==> config.mk <==
export PLATFORM = sky130hd
export DESIGN_NAME = ps2_mouse_host_controller_flat
export DESIGN_NICKNAME = d
export VERILOG_FILES = /design/src/rtl/ps2m_pkg.sv /design/src/rtl/ps2m_if.sv /design/src/rtl/ps2m_in_reg.sv /design/src/rtl/ps2m_ctrl.sv /design/src/rtl/ps2m_out_reg.sv /design/src/rtl/ps2m_mouse_host_controller.sv /design/src/flat_wrapper.sv
export SDC_FILE = /design/constraint.sdc
export NUM_CORES = 1
export LEC_CHECK = 0
export BUFFER_PORTS_ARGS = -buffer_cell sky130_fd_sc_hd__buf_4
export CAP_MARGIN = 20
export CORE_ASPECT_RATIO = 1.5
export CORE_UTILIZATION = 54
export DETAILED_ROUTE_END_ITERATION = 8
export GPL_TIMING_DRIVEN = 1
export PLACE_DENSITY = 0.8
export SLEW_MARGIN = 20
export SYNTH_ARGS = -nofsm -noshare
export SYNTH_HDL_FRONTEND = slang
export SYNTH_SLANG_ARGS = --single-unit
==> constraint.sdc <==
create_clock -name clk -period 3.9 [get_ports clk]
set_input_delay 0.195 -clock clk [delete_from_list [all_inputs] [get_ports clk]]
set_output_delay 0.195 -clock clk [all_outputs]
set_load 0.05 [all_outputs]
==> src/rtl/ps2m_pkg.sv <==
package ps2m_pkg;

  // link phases
  typedef enum logic [2:0] {
    PH_UNINIT    = 3'd0,
    PH_AWAIT_ACK = 3'd1,
    PH_SELFTEST  = 3'd2,
    PH_AWAIT_ID  = 3'd3,
    PH_DETECT    = 3'd4,
    PH_SETUP     = 3'd5,
    PH_RUN       = 3'd6
  } phase_t;

  // detected mouse type
  typedef enum logic [1:0] {
    MK_UNKNOWN = 2'd0,
    MK_STD     = 2'd1,
    MK_WHEEL   = 2'd2,
    MK_FIVE    = 2'd3
  } mouse_kind_t;

  // ps/2 command and response codes
  localparam logic [7:0] C_RESET   = 8'hFF;
  localparam logic [7:0] C_RESEND  = 8'hFE;
  localparam logic [7:0] C_ACK     = 8'hFA;
  localparam logic [7:0] C_BAT_OK  = 8'hAA;
  localparam logic [7:0] C_GET_ID  = 8'hF2;
  localparam logic [7:0] C_SETRATE = 8'hF3;
  localparam logic [7:0] C_SETRES  = 8'hE8;
  localparam logic [7:0] C_SCALE11 = 8'hE6;
  localparam logic [7:0] C_ENABLE  = 8'hF4;

  // device ids
  localparam logic [7:0] ID_STD   = 8'h00;
  localparam logic [7:0] ID_WHEEL = 8'h03;
  localparam logic [7:0] ID_FIVE  = 8'h04;

  // knock sample rates
  localparam logic [7:0] RATE_200 = 8'd200;
  localparam logic [7:0] RATE_100 = 8'd100;
  localparam logic [7:0] RATE_80  = 8'd80;

  // packet lengths
  localparam logic [2:0] PLEN_STD = 3'd3;
  localparam logic [2:0] PLEN_EXT = 3'd4;

  // input transaction codes
  localparam logic       ACT_BYTE    = 1'b0;
  localparam logic       ACT_TICK    = 1'b1;
  localparam logic [1:0] FS_GOOD     = 2'd0;
  localparam logic [1:0] FS_FRAMING  = 2'd1;
  localparam logic [1:0] FS_PARITY   = 2'd2;
  localparam logic [1:0] FS_RESERVED = 2'd3;

  // result kinds
  localparam logic RK_COMMAND = 1'b0;
  localparam logic RK_REPORT  = 1'b1;

  // configuration register indexes
  localparam logic [1:0] CFG_STALL_LIMIT = 2'd0;
  localparam logic [1:0] CFG_RESOLUTION  = 2'd1;
  localparam logic [1:0] CFG_REPORT_RATE = 2'd2;

  // configuration reset values
  localparam logic [7:0] STALL_LIMIT_RST = 8'd5;
  localparam logic [1:0] RESOLUTION_RST  = 2'd3;
  localparam logic [7:0] REPORT_RATE_RST = 8'd40;

  typedef struct packed {
    logic       action;
    logic [7:0] rx_byte;
    logic [1:0] frame_status;
    logic       clock_high;
  } item_t;

  typedef struct packed {
    logic              kind;
    logic [7:0]        command_byte;
    logic [4:0]        button_bits;
    logic signed [7:0] move_x;
    logic signed [7:0] move_y;
    logic signed [3:0] move_wheel;
  } result_t;

  // 9-bit two's complement movement clamped to +-127
  function automatic logic [7:0] xy_clamp(input logic [7:0] mag, input logic sgn);
    logic [7:0] v;
    if (sgn) begin
      v = (mag < 8'd129) ? 8'h81 : mag;
    end else begin
      v = (mag > 8'd127) ? 8'h7F : mag;
    end
    return v;
  endfunction

endpackage

==> src/rtl/ps2m_if.sv <==
interface ps2m_in_if;
  logic       valid;
  logic       ready;
  logic       action;
  logic [7:0] rx_byte;
  logic [1:0] frame_status;
  logic       clock_high;

  modport source(output valid, action, rx_byte, frame_status, clock_high, input ready);
  modport sink(input valid, action, rx_byte, frame_status, clock_high, output ready);
endinterface

interface ps2m_out_if;
  logic              valid;
  logic              ready;
  logic              kind;
  logic [7:0]        command_byte;
  logic [4:0]        button_bits;
  logic signed [7:0] move_x;
  logic signed [7:0] move_y;
  logic signed [3:0] move_wheel;

  modport source(output valid, kind, command_byte, button_bits, move_x, move_y,
                 move_wheel, input ready);
  modport sink(input valid, kind, command_byte, button_bits, move_x, move_y,
               move_wheel, output ready);
endinterface

==> src/rtl/ps2m_in_reg.sv <==
module ps2m_in_reg
  import ps2m_pkg::*;
(
  input  logic  clk,
  input  logic  rst_n,
  ps2m_in_if.sink in_ch,
  input  logic  advance,
  output logic  item_valid,
  output item_t item
);

  logic  valid_r, valid_nxt;
  item_t item_r, item_nxt;
  logic  take;

  // take a new transaction when empty or when the held one moves on
  assign in_ch.ready = !valid_r || advance;
  assign take        = in_ch.valid && in_ch.ready;

  always_comb begin
    valid_nxt = valid_r;
    item_nxt  = item_r;
    if (take) begin
      valid_nxt             = 1'b1;
      item_nxt.action       = in_ch.action;
      item_nxt.rx_byte      = in_ch.rx_byte;
      item_nxt.frame_status = in_ch.frame_status;
      item_nxt.clock_high   = in_ch.clock_high;
    end else if (advance) begin
      valid_nxt = 1'b0;
    end
  end

  always_ff @(posedge clk) begin
    if (!rst_n) begin
      valid_r <= 1'b0;
    end else begin
      valid_r <= valid_nxt;
    end
  end

  always_ff @(posedge clk) begin
    item_r <= item_nxt;
  end

  assign item_valid = valid_r;
  assign item       = item_r;

endmodule

==> src/rtl/ps2m_ctrl.sv <==
module ps2m_ctrl
  import ps2m_pkg::*;
(
  input  logic       clk,
  input  logic       rst_n,
  input  logic       item_valid,
  input  item_t      item,
  input  logic       out_free,
  input  logic       cfg_we,
  input  logic [1:0] cfg_index,
  input  logic [7:0] cfg_data,
  output logic       advance,
  output logic       res_load,
  output result_t    res
);

  // configuration
  logic [7:0] stall_limit_r;
  logic [1:0] resolution_r;
  logic [7:0] report_rate_r;

  // link state
  phase_t      phase_r, phase_nxt;
  mouse_kind_t kind_r, kind_nxt;
  logic [2:0]  knock_r, knock_nxt;
  logic [2:0]  setup_r, setup_nxt;
  logic [1:0]  pidx_r, pidx_nxt;
  logic [2:0]  plen_r, plen_nxt;
  logic [4:0]  btn_r, btn_nxt;
  logic [3:0]  sof_r, sof_nxt;
  logic [7:0]  hx_r, hx_nxt;
  logic [7:0]  hy_r, hy_nxt;
  logic [3:0]  hw_r, hw_nxt;
  logic [7:0]  stall_r, stall_nxt;

  logic       has_res;
  logic [7:0] b;
  logic [7:0] stall_inc;
  logic       ovf;
  logic [2:0] pnext;

  assign advance   = item_valid && out_free;
  assign res_load  = advance && has_res;
  assign b         = item.rx_byte;
  assign stall_inc = stall_r + 8'd1;
  assign ovf       = sof_r[3:2] != 2'b00;
  assign pnext     = {1'b0, pidx_r} + 3'd1;

  // next state and result for the held transaction
  always_comb begin
    phase_nxt = phase_r;
    kind_nxt  = kind_r;
    knock_nxt = knock_r;
    setup_nxt = setup_r;
    pidx_nxt  = pidx_r;
    plen_nxt  = plen_r;
    btn_nxt   = btn_r;
    sof_nxt   = sof_r;
    hx_nxt    = hx_r;
    hy_nxt    = hy_r;
    hw_nxt    = hw_r;
    stall_nxt = stall_r;
    has_res   = 1'b0;
    res       = '0;
    res.kind  = RK_COMMAND;

    if (item.action == ACT_TICK) begin
      // detect-interval tick, ignored once the link is up
      if (phase_r != PH_RUN) begin
        if (item.clock_high) begin
          if (stall_inc > stall_limit_r) begin
            kind_nxt         = MK_UNKNOWN;
            phase_nxt        = PH_AWAIT_ACK;
            stall_nxt        = 8'd0;
            has_res          = 1'b1;
            res.command_byte = C_RESET;
          end else begin
            stall_nxt = stall_inc;
          end
        end else if (phase_r == PH_UNINIT) begin
          stall_nxt = 8'd0;
        end
      end
    end else if (item.frame_status != FS_GOOD) begin
      // frame error drops the link
      phase_nxt = PH_UNINIT;
      kind_nxt  = MK_UNKNOWN;
      if (item.frame_status == FS_PARITY) begin
        has_res          = 1'b1;
        res.command_byte = C_RESEND;
      end
    end else begin
      unique case (phase_r)
        PH_UNINIT, PH_SELFTEST: begin
          if (b == C_BAT_OK) begin
            kind_nxt  = MK_UNKNOWN;
            phase_nxt = PH_AWAIT_ID;
          end else begin
            phase_nxt        = PH_AWAIT_ACK;
            has_res          = 1'b1;
            res.command_byte = C_RESET;
          end
        end
        PH_AWAIT_ACK: begin
          if (b == C_ACK) begin
            phase_nxt = PH_SELFTEST;
          end else begin
            has_res          = 1'b1;
            res.command_byte = C_RESET;
          end
        end
        PH_AWAIT_ID: begin
          if (b == C_ACK) begin
            has_res = 1'b0;
          end else if (b == ID_STD) begin
            has_res = 1'b1;
            if (kind_r == MK_UNKNOWN) begin
              kind_nxt         = MK_STD;
              knock_nxt        = 3'd0;
              phase_nxt        = PH_DETECT;
              res.command_byte = C_SETRATE;
            end else begin
              kind_nxt         = MK_STD;
              plen_nxt         = PLEN_STD;
              setup_nxt        = 3'd0;
              phase_nxt        = PH_SETUP;
              res.command_byte = C_SETRES;
            end
          end else if (b == ID_WHEEL) begin
            has_res = 1'b1;
            if (kind_r == MK_STD) begin
              kind_nxt         = MK_WHEEL;
              phase_nxt        = PH_DETECT;
              res.command_byte = C_SETRATE;
            end else begin
              kind_nxt         = MK_WHEEL;
              plen_nxt         = PLEN_EXT;
              setup_nxt        = 3'd0;
              phase_nxt        = PH_SETUP;
              res.command_byte = C_SETRES;
            end
          end else if (b == ID_FIVE) begin
            has_res          = 1'b1;
            kind_nxt         = MK_FIVE;
            plen_nxt         = PLEN_EXT;
            setup_nxt        = 3'd0;
            phase_nxt        = PH_SETUP;
            res.command_byte = C_SETRES;
          end else begin
            phase_nxt        = PH_AWAIT_ACK;
            has_res          = 1'b1;
            res.command_byte = C_RESET;
          end
        end
        PH_DETECT: begin
          if (b != C_ACK) begin
            // knock refused: fall back to a standard mouse
            knock_nxt        = 3'd0;
            kind_nxt         = MK_STD;
            plen_nxt         = PLEN_STD;
            setup_nxt        = 3'd0;
            phase_nxt        = PH_SETUP;
            has_res          = 1'b1;
            res.command_byte = C_SETRES;
          end else begin
            // knock sequence step counter
            has_res = 1'b1;
            case (knock_r)
              3'd0: begin
                knock_nxt = 3'd1; res.command_byte = RATE_200;
              end
              3'd1: begin
                knock_nxt = 3'd2; res.command_byte = C_SETRATE;
              end
              3'd2: begin
                knock_nxt        = 3'd3;
                res.command_byte = (kind_r == MK_WHEEL) ? RATE_200 : RATE_100;
              end
              3'd3: begin
                knock_nxt = 3'd4; res.command_byte = C_SETRATE;
              end
              3'd4: begin
                knock_nxt = 3'd5; res.command_byte = RATE_80;
              end
              3'd5: begin
                knock_nxt        = 3'd0;
                phase_nxt        = PH_AWAIT_ID;
                res.command_byte = C_GET_ID;
              end
              default: has_res = 1'b0;
            endcase
          end
        end
        PH_SETUP: begin
          if (b == C_ACK) begin
            has_res = 1'b1;
            case (setup_r)
              3'd0: begin
                setup_nxt = 3'd1; res.command_byte = {6'd0, resolution_r};
              end
              3'd1: begin
                setup_nxt = 3'd2; res.command_byte = C_SCALE11;
              end
              3'd2: begin
                setup_nxt = 3'd3; res.command_byte = C_SETRATE;
              end
              3'd3: begin
                setup_nxt = 3'd4; res.command_byte = report_rate_r;
              end
              3'd4: begin
                setup_nxt = 3'd5; res.command_byte = C_ENABLE;
              end
              default: begin
                // enable acknowledged: link is up
                has_res   = 1'b0;
                setup_nxt = 3'd0;
                phase_nxt = PH_RUN;
                pidx_nxt  = 2'd0;
                btn_nxt   = {2'b00, btn_r[2:0]};
                hw_nxt    = 4'd0;
              end
            endcase
          end
        end
        PH_RUN: begin
          // packet assembly
          case (pidx_r)
            2'd0: begin
              btn_nxt = {btn_r[4:3], b[2:0]};
              sof_nxt = b[7:4];
            end
            2'd1: begin
              hx_nxt = ovf ? 8'd0 : xy_clamp(b, sof_r[0]);
            end
            2'd2: begin
              sof_nxt = sof_r ^ 4'b0010;
              hy_nxt  = ovf ? 8'd0 : xy_clamp(~b, ~sof_r[1]);
            end
            default: begin
              if (kind_r == MK_WHEEL) begin
                hw_nxt = b[3:0];
              end else if (kind_r == MK_FIVE) begin
                btn_nxt = {b[5:4], btn_r[2:0]};
                hw_nxt  = b[3:0];
              end
            end
          endcase
          if (pnext >= plen_r) begin
            pidx_nxt        = 2'd0;
            has_res         = 1'b1;
            res.kind        = RK_REPORT;
            res.button_bits = btn_nxt;
            res.move_x      = hx_nxt;
            res.move_y      = hy_nxt;
            res.move_wheel  = hw_nxt;
          end else begin
            pidx_nxt = pnext[1:0];
          end
        end
        default: has_res = 1'b0;
      endcase
    end
  end

  // configuration registers
  always_ff @(posedge clk) begin
    if (!rst_n) begin
      stall_limit_r <= STALL_LIMIT_RST;
      resolution_r  <= RESOLUTION_RST;
      report_rate_r <= REPORT_RATE_RST;
    end else if (cfg_we) begin
      unique case (cfg_index)
        CFG_STALL_LIMIT: stall_limit_r <= cfg_data;
        CFG_RESOLUTION:  resolution_r  <= cfg_data[1:0];
        CFG_REPORT_RATE: report_rate_r <= cfg_data;
        default:         stall_limit_r <= stall_limit_r;
      endcase
    end
  end

  // link state registers
  always_ff @(posedge clk) begin
    if (!rst_n) begin
      phase_r <= PH_UNINIT;
      kind_r  <= MK_UNKNOWN;
      knock_r <= 3'd0;
      setup_r <= 3'd0;
      pidx_r  <= 2'd0;
      plen_r  <= 3'd0;
      btn_r   <= 5'd0;
      sof_r   <= 4'd0;
      hx_r    <= 8'd0;
      hy_r    <= 8'd0;
      hw_r    <= 4'd0;
      stall_r <= 8'd0;
    end else if (advance) begin
      phase_r <= phase_nxt;
      kind_r  <= kind_nxt;
      knock_r <= knock_nxt;
      setup_r <= setup_nxt;
      pidx_r  <= pidx_nxt;
      plen_r  <= plen_nxt;
      btn_r   <= btn_nxt;
      sof_r   <= sof_nxt;
      hx_r    <= hx_nxt;
      hy_r    <= hy_nxt;
      hw_r    <= hw_nxt;
      stall_r <= stall_nxt;
    end
  end

  // running link always has a valid packet length
  a_run_plen: assert property (@(posedge clk) disable iff (!rst_n)
    (phase_r == PH_RUN) |-> (plen_r == PLEN_STD || plen_r == PLEN_EXT))
    else $error("packet length invalid while link is up");

  // packet index stays inside the packet
  a_run_pidx: assert property (@(posedge clk) disable iff (!rst_n)
    (phase_r == PH_RUN) |-> ({1'b0, pidx_r} < plen_r))
    else $error("packet index beyond packet length");

  // detection only runs once a standard id has been seen
  a_detect_kind: assert property (@(posedge clk) disable iff (!rst_n)
    (phase_r == PH_DETECT) |-> (kind_r == MK_STD || kind_r == MK_WHEEL))
    else $error("detection running with no mouse kind");

  // link state moves only with a processed transaction
  a_hold_state: assert property (@(posedge clk) disable iff (!rst_n)
    !advance |=> $stable(phase_r) && $stable(pidx_r) && $stable(stall_r))
    else $error("link state changed without a transaction");

endmodule

==> src/rtl/ps2m_out_reg.sv <==
module ps2m_out_reg
  import ps2m_pkg::*;
(
  input  logic    clk,
  input  logic    rst_n,
  input  logic    load,
  input  result_t data,
  output logic    out_free,
  ps2m_out_if.source out_ch
);

  logic    valid_r, valid_nxt;
  result_t data_r, data_nxt;

  // slot is free when empty or being drained this cycle
  assign out_free = !valid_r || out_ch.ready;

  always_comb begin
    valid_nxt = valid_r;
    data_nxt  = data_r;
    if (load) begin
      valid_nxt = 1'b1;
      data_nxt  = data;
    end else if (out_ch.ready) begin
      valid_nxt = 1'b0;
    end
  end

  always_ff @(posedge clk) begin
    if (!rst_n) begin
      valid_r <= 1'b0;
    end else begin
      valid_r <= valid_nxt;
    end
  end

  always_ff @(posedge clk) begin
    data_r <= data_nxt;
  end

  assign out_ch.valid        = valid_r;
  assign out_ch.kind         = data_r.kind;
  assign out_ch.command_byte = data_r.command_byte;
  assign out_ch.button_bits  = data_r.button_bits;
  assign out_ch.move_x       = data_r.move_x;
  assign out_ch.move_y       = data_r.move_y;
  assign out_ch.move_wheel   = data_r.move_wheel;

endmodule

==> src/rtl/ps2m_mouse_host_controller.sv <==
// PS/2 mouse host controller. Each input transaction is either a received
// frame (byte plus framing status) or a detect-interval tick; each produces
// at most one result: a command byte to transmit or a movement report
// (buttons, clamped X and inverted Y, wheel). The controller resets the mouse,
// waits for self-test, reads the ID, runs the sample-rate knocks to tell
// standard, wheel and five-button mice apart, configures resolution, scaling,
// rate and enable, then assembles 3- or 4-byte packets. One transaction is
// accepted every clock cycle while results drain; a transaction is registered on
// entry, handled in one pass of logic against the link state, and its result
// lands in the output register. Back pressure on the result channel stalls the
// input after one held transaction. Configuration registers (0 stall limit, 1
// resolution code, 2 report rate) are written via cfg_we/cfg_index/cfg_data by
// the user only while the block is idle; the block does not enforce this.
module ps2_mouse_host_controller
  import ps2m_pkg::*;
(
  input  logic       clk,
  input  logic       rst_n,
  ps2m_in_if.sink    in_ch,
  ps2m_out_if.source out_ch,
  input  logic       cfg_we,
  input  logic [1:0] cfg_index,
  input  logic [7:0] cfg_data
);

  logic    advance;
  logic    item_valid;
  item_t   item;
  logic    out_free;
  logic    res_load;
  result_t res;

  // input register
  ps2m_in_reg u_in_reg (
    .clk        (clk),
    .rst_n      (rst_n),
    .in_ch      (in_ch),
    .advance    (advance),
    .item_valid (item_valid),
    .item       (item)
  );

  // link control and packet assembly
  ps2m_ctrl u_ctrl (
    .clk        (clk),
    .rst_n      (rst_n),
    .item_valid (item_valid),
    .item       (item),
    .out_free   (out_free),
    .cfg_we     (cfg_we),
    .cfg_index  (cfg_index),
    .cfg_data   (cfg_data),
    .advance    (advance),
    .res_load   (res_load),
    .res        (res)
  );

  // result register
  ps2m_out_reg u_out_reg (
    .clk      (clk),
    .rst_n    (rst_n),
    .load     (res_load),
    .data     (res),
    .out_free (out_free),
    .out_ch   (out_ch)
  );

endmodule

==> src/flat_wrapper.sv <==
// flat-port wrapper written by rule: the top's interface ports become plain ports
module ps2_mouse_host_controller_flat import ps2m_pkg::*;
  (clk, rst_n, cfg_we, cfg_index, cfg_data, in_ch_valid, in_ch_action, in_ch_rx_byte, in_ch_frame_status, in_ch_clock_high, in_ch_ready, out_ch_valid, out_ch_kind, out_ch_command_byte, out_ch_button_bits, out_ch_move_x, out_ch_move_y, out_ch_move_wheel, out_ch_ready);
  ps2m_in_if in_ch_i ();
  ps2m_out_if out_ch_i ();
  input  logic clk;
  input  logic rst_n;
  input  logic cfg_we;
  input  logic [1:0] cfg_index;
  input  logic [7:0] cfg_data;
  input wire logic [$bits(in_ch_i.valid)-1:0] in_ch_valid;
  input wire logic [$bits(in_ch_i.action)-1:0] in_ch_action;
  input wire logic [$bits(in_ch_i.rx_byte)-1:0] in_ch_rx_byte;
  input wire logic [$bits(in_ch_i.frame_status)-1:0] in_ch_frame_status;
  input wire logic [$bits(in_ch_i.clock_high)-1:0] in_ch_clock_high;
  output wire logic [$bits(in_ch_i.ready)-1:0] in_ch_ready;
  output wire logic [$bits(out_ch_i.valid)-1:0] out_ch_valid;
  output wire logic [$bits(out_ch_i.kind)-1:0] out_ch_kind;
  output wire logic [$bits(out_ch_i.command_byte)-1:0] out_ch_command_byte;
  output wire logic [$bits(out_ch_i.button_bits)-1:0] out_ch_button_bits;
  output wire logic [$bits(out_ch_i.move_x)-1:0] out_ch_move_x;
  output wire logic [$bits(out_ch_i.move_y)-1:0] out_ch_move_y;
  output wire logic [$bits(out_ch_i.move_wheel)-1:0] out_ch_move_wheel;
  input wire logic [$bits(out_ch_i.ready)-1:0] out_ch_ready;
  assign in_ch_i.valid = in_ch_valid;
  assign in_ch_i.action = in_ch_action;
  assign in_ch_i.rx_byte = in_ch_rx_byte;
  assign in_ch_i.frame_status = in_ch_frame_status;
  assign in_ch_i.clock_high = in_ch_clock_high;
  assign in_ch_ready = in_ch_i.ready;
  assign out_ch_valid = out_ch_i.valid;
  assign out_ch_kind = out_ch_i.kind;
  assign out_ch_command_byte = out_ch_i.command_byte;
  assign out_ch_button_bits = out_ch_i.button_bits;
  assign out_ch_move_x = out_ch_i.move_x;
  assign out_ch_move_y = out_ch_i.move_y;
  assign out_ch_move_wheel = out_ch_i.move_wheel;
  assign out_ch_i.ready = out_ch_ready;
  ps2_mouse_host_controller u_core (.clk(clk), .rst_n(rst_n), .in_ch(in_ch_i), .out_ch(out_ch_i), .cfg_we(cfg_we), .cfg_index(cfg_index), .cfg_data(cfg_data));
endmodule
==> flow_metrics.env <==
export IMPL_antenna_violations_before_repair=0
export IMPL_drive_gt1_share_pct=15.4
export IMPL_post_synth_instance_area_um2=6260
export IMPL_worst_slack_ns=0.456
export IMPL_clk_slew_on_worst_s_h_paths_ns=0.05
export IMPL_avgSynthCellArea_um2=9.01
export IMPL_routedWlPerCell_um=17.7
export IMPL_htree_num_levels=4
export IMPL_cts_repair_resized=0
export IMPL_detail_route_wirelength_met1_mm=5.84
export IMPL_ios=63
export IMPL_synthesis_instances=695
export IMPL_synth_seq_cells=118
export IMPL_timing_hold_worst_class="in2reg"
export IMPL_setup_worst_path_start="u_core.u_ctrl.stall_r[2]"
export IMPL_synth_largest_area_cell="sky130_fd_sc_hd__dfxtp_1"
export IMPL_fin_setup_tns_ns=0
export IMPL_routed_via_count=5513
export IMPL_drtIter0Drc=276
export IMPL_layout_min_cycle_time_ns=3.44
export IMPL_first_global_vias=5648
export IMPL_core_um2=11200
export IMPL_total_leakage_power_nw=2.78
export IMPL_finalInstanceArea_um2=7550
export IMPL_setup_worst_path_end_class="flop"
export IMPL_floorplan_die_height_um=134
export IMPL_worstSkewPairLatency_ns=0.41
export IMPL_rr_startpoint="u_core.u_ctrl.stall_r[2]"
export IMPL_dieWidth_um=89.9
export IMPL_wl_met3_um=722
export IMPL_floorplan_rows=47
export IMPL_grt_start_max_net_pins=72
export IMPL_cts_sinks=118
export IMPL_timing_worst_setup_path_type="reg2reg"
export IMPL_ys_warnings=0
export IMPL_flow_area_growth_from_synthesis_pct=20.5
export IMPL_min_period_over_period_pct=88.3
export IMPL_peak_clock_frequency_supported_by_timing_mhz=290
export IMPL_dominant_cells_by_area_after_synthesis="sky130_fd_sc_hd__dfxtp_1, sky130_fd_sc_hd__edfxtp_1, sky130_fd_sc_hd__nand2_1"
export IMPL_worst_clock_skew_ns=0.00935
export IMPL_n_fill_cell=918
export IMPL_floorplan_die_area_um2=12000
export IMPL_tritoncts_num_buffers=17
export IMPL_dpl_cell_area_um2=6860
export IMPL_placed_wire_length_estimate_mm=11.6
export IMPL_port_buffers=62
export IMPL_status="finished, final reports clean"
export IMPL_multi_input_comb_area_um2=3210
export IMPL_netlist_area_leader_share_pct=23.0
export IMPL_maximum_buffer_depth_of_the_clock_tree=2
export IMPL_synth_lib_cells_used_distinct=61
export IMPL_report_power_total_mw=2.95
export IMPL_track_usage_pct=28.3
export IMPL_cellPowerDensity_nw_per_um2=391
export IMPL_postSynthNetCount=740
export IMPL_holdCritStartpoint="cfg_data[3]"
export IMPL_globalRoute_totalOverflow=0
export IMPL_insertedDiodeCount=0
export IMPL_start_util_pct=56.1
export IMPL_path_max_fanout=7
export IMPL_gp_congestion=0.961
export IMPL_final_cell_mix="sky130_fd_sc_hd__buf_4, sky130_fd_sc_hd__dfxtp_1, sky130_fd_sc_hd__nand2_1"
export IMPL_sequential_cell_area_um2=2820
export IMPL_grt_pass1_wl_mm=26.9
export IMPL_post_route_drc_count=0
export IMPL_detailedRoute_firstPassIterationCount=7
export IMPL_vdd_drop_max_v=0.000269
export IMPL_clock_root_buffer="sky130_fd_sc_hd__clkbuf_16"
export IMPL_reg2regPathDepth=11
export IMPL_synth_flop_cell="sky130_fd_sc_hd__dfxtp_1"
export IMPL_final_setup_violations=0
export IMPL_drtAntennaViolNets=0
export IMPL_highest_signal_layer="met4"
export IMPL_timing_hold_violations_final=0
export IMPL_hold_depth=3
export IMPL_rsz0062_at_grt="false"
export IMPL_layout_cells_most_common="sky130_fd_sc_hd__buf_4"
export IMPL_final_max_slew_viol_count=0
export IMPL_placement_setup_worst_slack_ns=0.278
export IMPL_met2_wirelength_mm=8.86
export IMPL_layout_nets=804
export IMPL_viasPerCell=6.00
export IMPL_critical_path_arrival_ns=3.55
export IMPL_synth_yosys_seq_area_share_pct=45.1
export IMPL_maxCapViolations=0
export IMPL_cts_tree="yes"
export IMPL_worst_ep_required_time_ns=4.01
export IMPL_worst_pin_slew_ns=0.892
export IMPL_synth_async_reset_ratio_pct=0
export IMPL_synth_enable_flop_cells=46
export IMPL_post_cts_setup_buffer_count=0
export IMPL_drt_wl_total_mm=16.2
export IMPL_setup_worst_path_start_class="flop"
export IMPL_slew_headroom_pct=40.4
sequential cells by signal (all words and copies together) (netlist names), 3 cells and up:
name and flops:
u_core.u_ctrl.btn_r 5, u_core.u_ctrl.hw_r 4, u_core.u_ctrl.hx_r 8, u_core.u_ctrl.hy_r 8, u_core.u_ctrl.knock_r 3, u_core.u_ctrl.phase_r 3, u_core.u_ctrl.report_rate_r 8, u_core.u_ctrl.setup_r 3
u_core.u_ctrl.sof_r 4, u_core.u_ctrl.stall_limit_r 8, u_core.u_ctrl.stall_r 8, u_core.u_in_reg.item 12, u_core.u_out_reg.out_ch.button_bits 5, u_core.u_out_reg.out_ch.command_byte 8, u_core.u_out_reg.out_ch.move_wheel 4, u_core.u_out_reg.out_ch.move_x 8
u_core.u_out_reg.out_ch.move_y 8
path summary, 6_finish.rpt:
path	endpoint	slack [ns]
worst max register to register	u_core.u_out_reg.out_ch.command_byte[6]	0.46
worst max-delay path	u_core.u_out_reg.out_ch.command_byte[6]	0.46
worst min register to register	u_core.u_ctrl.hy_r[3]	0.46
worst min-delay path	u_core.u_ctrl.report_rate_r[3]	0.02
logic make-up (layout without fill, tap and decap cells):
family / Yosys count / after routing / synth area share, %
DFF: 118 / 118 / 45.1
adders and majority gates: 19 / 19 / 3.75
AOI/OAI and AO/OA: 189 / 189 / 20.1
xor gates and xnor gates: 7 / 7 / 0.979
buffers and inverters: 65 / 142 / 3.95
muxes: 16 / 16 / 2.56
and+or+nand+nor: 281 / 281 / 23.6
metal layers:
| layer | vias to the layer above | GRT usage [%] |
|---|---|---|
| met5 | - | 0 |
| met1 | 2574 | 28.6 |
| li1 | 2657 | - |
| met2 | 214 | 53.8 |
| met4 | 0 | 16.9 |
| met3 | 68 | 4.82 |
Yosys cell counts, types with 7 or more instances:
| cell type | instances |
|---|---|
| sky130_fd_sc_hd__nand4_1 | 11 |
| sky130_fd_sc_hd__nand3_1 | 22 |
| sky130_fd_sc_hd__edfxtp_1 | 46 |
| sky130_fd_sc_hd__dfxtp_1 | 72 |
| sky130_fd_sc_hd__ha_1 | 18 |
| sky130_fd_sc_hd__nand3b_1 | 7 |
| sky130_fd_sc_hd__nor2_1 | 55 |
| sky130_fd_sc_hd__clkbuf_1 | 38 |
| sky130_fd_sc_hd__nor2b_1 | 39 |
| sky130_fd_sc_hd__a22oi_1 | 18 |
| sky130_fd_sc_hd__nand2_1 | 65 |
| sky130_fd_sc_hd__o21ai_0 | 47 |
| sky130_fd_sc_hd__a21boi_0 | 15 |
| sky130_fd_sc_hd__a21oi_1 | 44 |
| sky130_fd_sc_hd__mux2i_1 | 16 |
| sky130_fd_sc_hd__or3_1 | 7 |
| sky130_fd_sc_hd__inv_1 | 22 |
| sky130_fd_sc_hd__nor3_1 | 12 |
| sky130_fd_sc_hd__and2_1 | 12 |
| sky130_fd_sc_hd__nand2b_1 | 16 |
final cells by class:
type	count	share of cell area, %
clock buffers	21	6.10
flip-flops and latches	118	37.4
repair buffers	88	9.41
inverters	22	1.09
multi-input cells	512	42.5
well taps	147	2.44
clock inverters	11	1.11
critical path: stages (launching register included):
cell                       delay (ns)
sky130_fd_sc_hd__dfxtp_1         0.43
sky130_fd_sc_hd__nand3_1         0.19
sky130_fd_sc_hd__or2_2           0.38
sky130_fd_sc_hd__nor2_1          0.14
sky130_fd_sc_hd__xor2_1          0.21
sky130_fd_sc_hd__ha_1            0.29
sky130_fd_sc_hd__a21oi_1         0.15
sky130_fd_sc_hd__o21a_1          0.18
sky130_fd_sc_hd__a2111o_1        0.22
sky130_fd_sc_hd__buf_4           0.15
sky130_fd_sc_hd__a21boi_0        0.56
sky130_fd_sc_hd__o21ai_0         0.23
power breakdown:
group | switching [mW] | internal, mW | leakage [nW]
combinational | 0.111 | 0.0793 | 1.53
clock | 0.527 | 0.896 | 0.271
sequential | 0.0300 | 1.31 | 0.980
through the flow:
step                      hold WS, ns  util (%)  instances
after CTS                      0.0153      67.3        918
final                          0.0207      67.6        919
after detailed placement        0.375      61.4        874
after global placement          0.374      61.4        874
after floorplan                 0.294         -        695
after global routing           0.0453      67.6        919
what timing repair did:
action                                  4_1_cts  5_1_grt
endpoints found under the setup margin        0        0
hold buffers                                 12        0
endpoints found under the hold margin        12        0
Power figures use the tool's default switching activity.
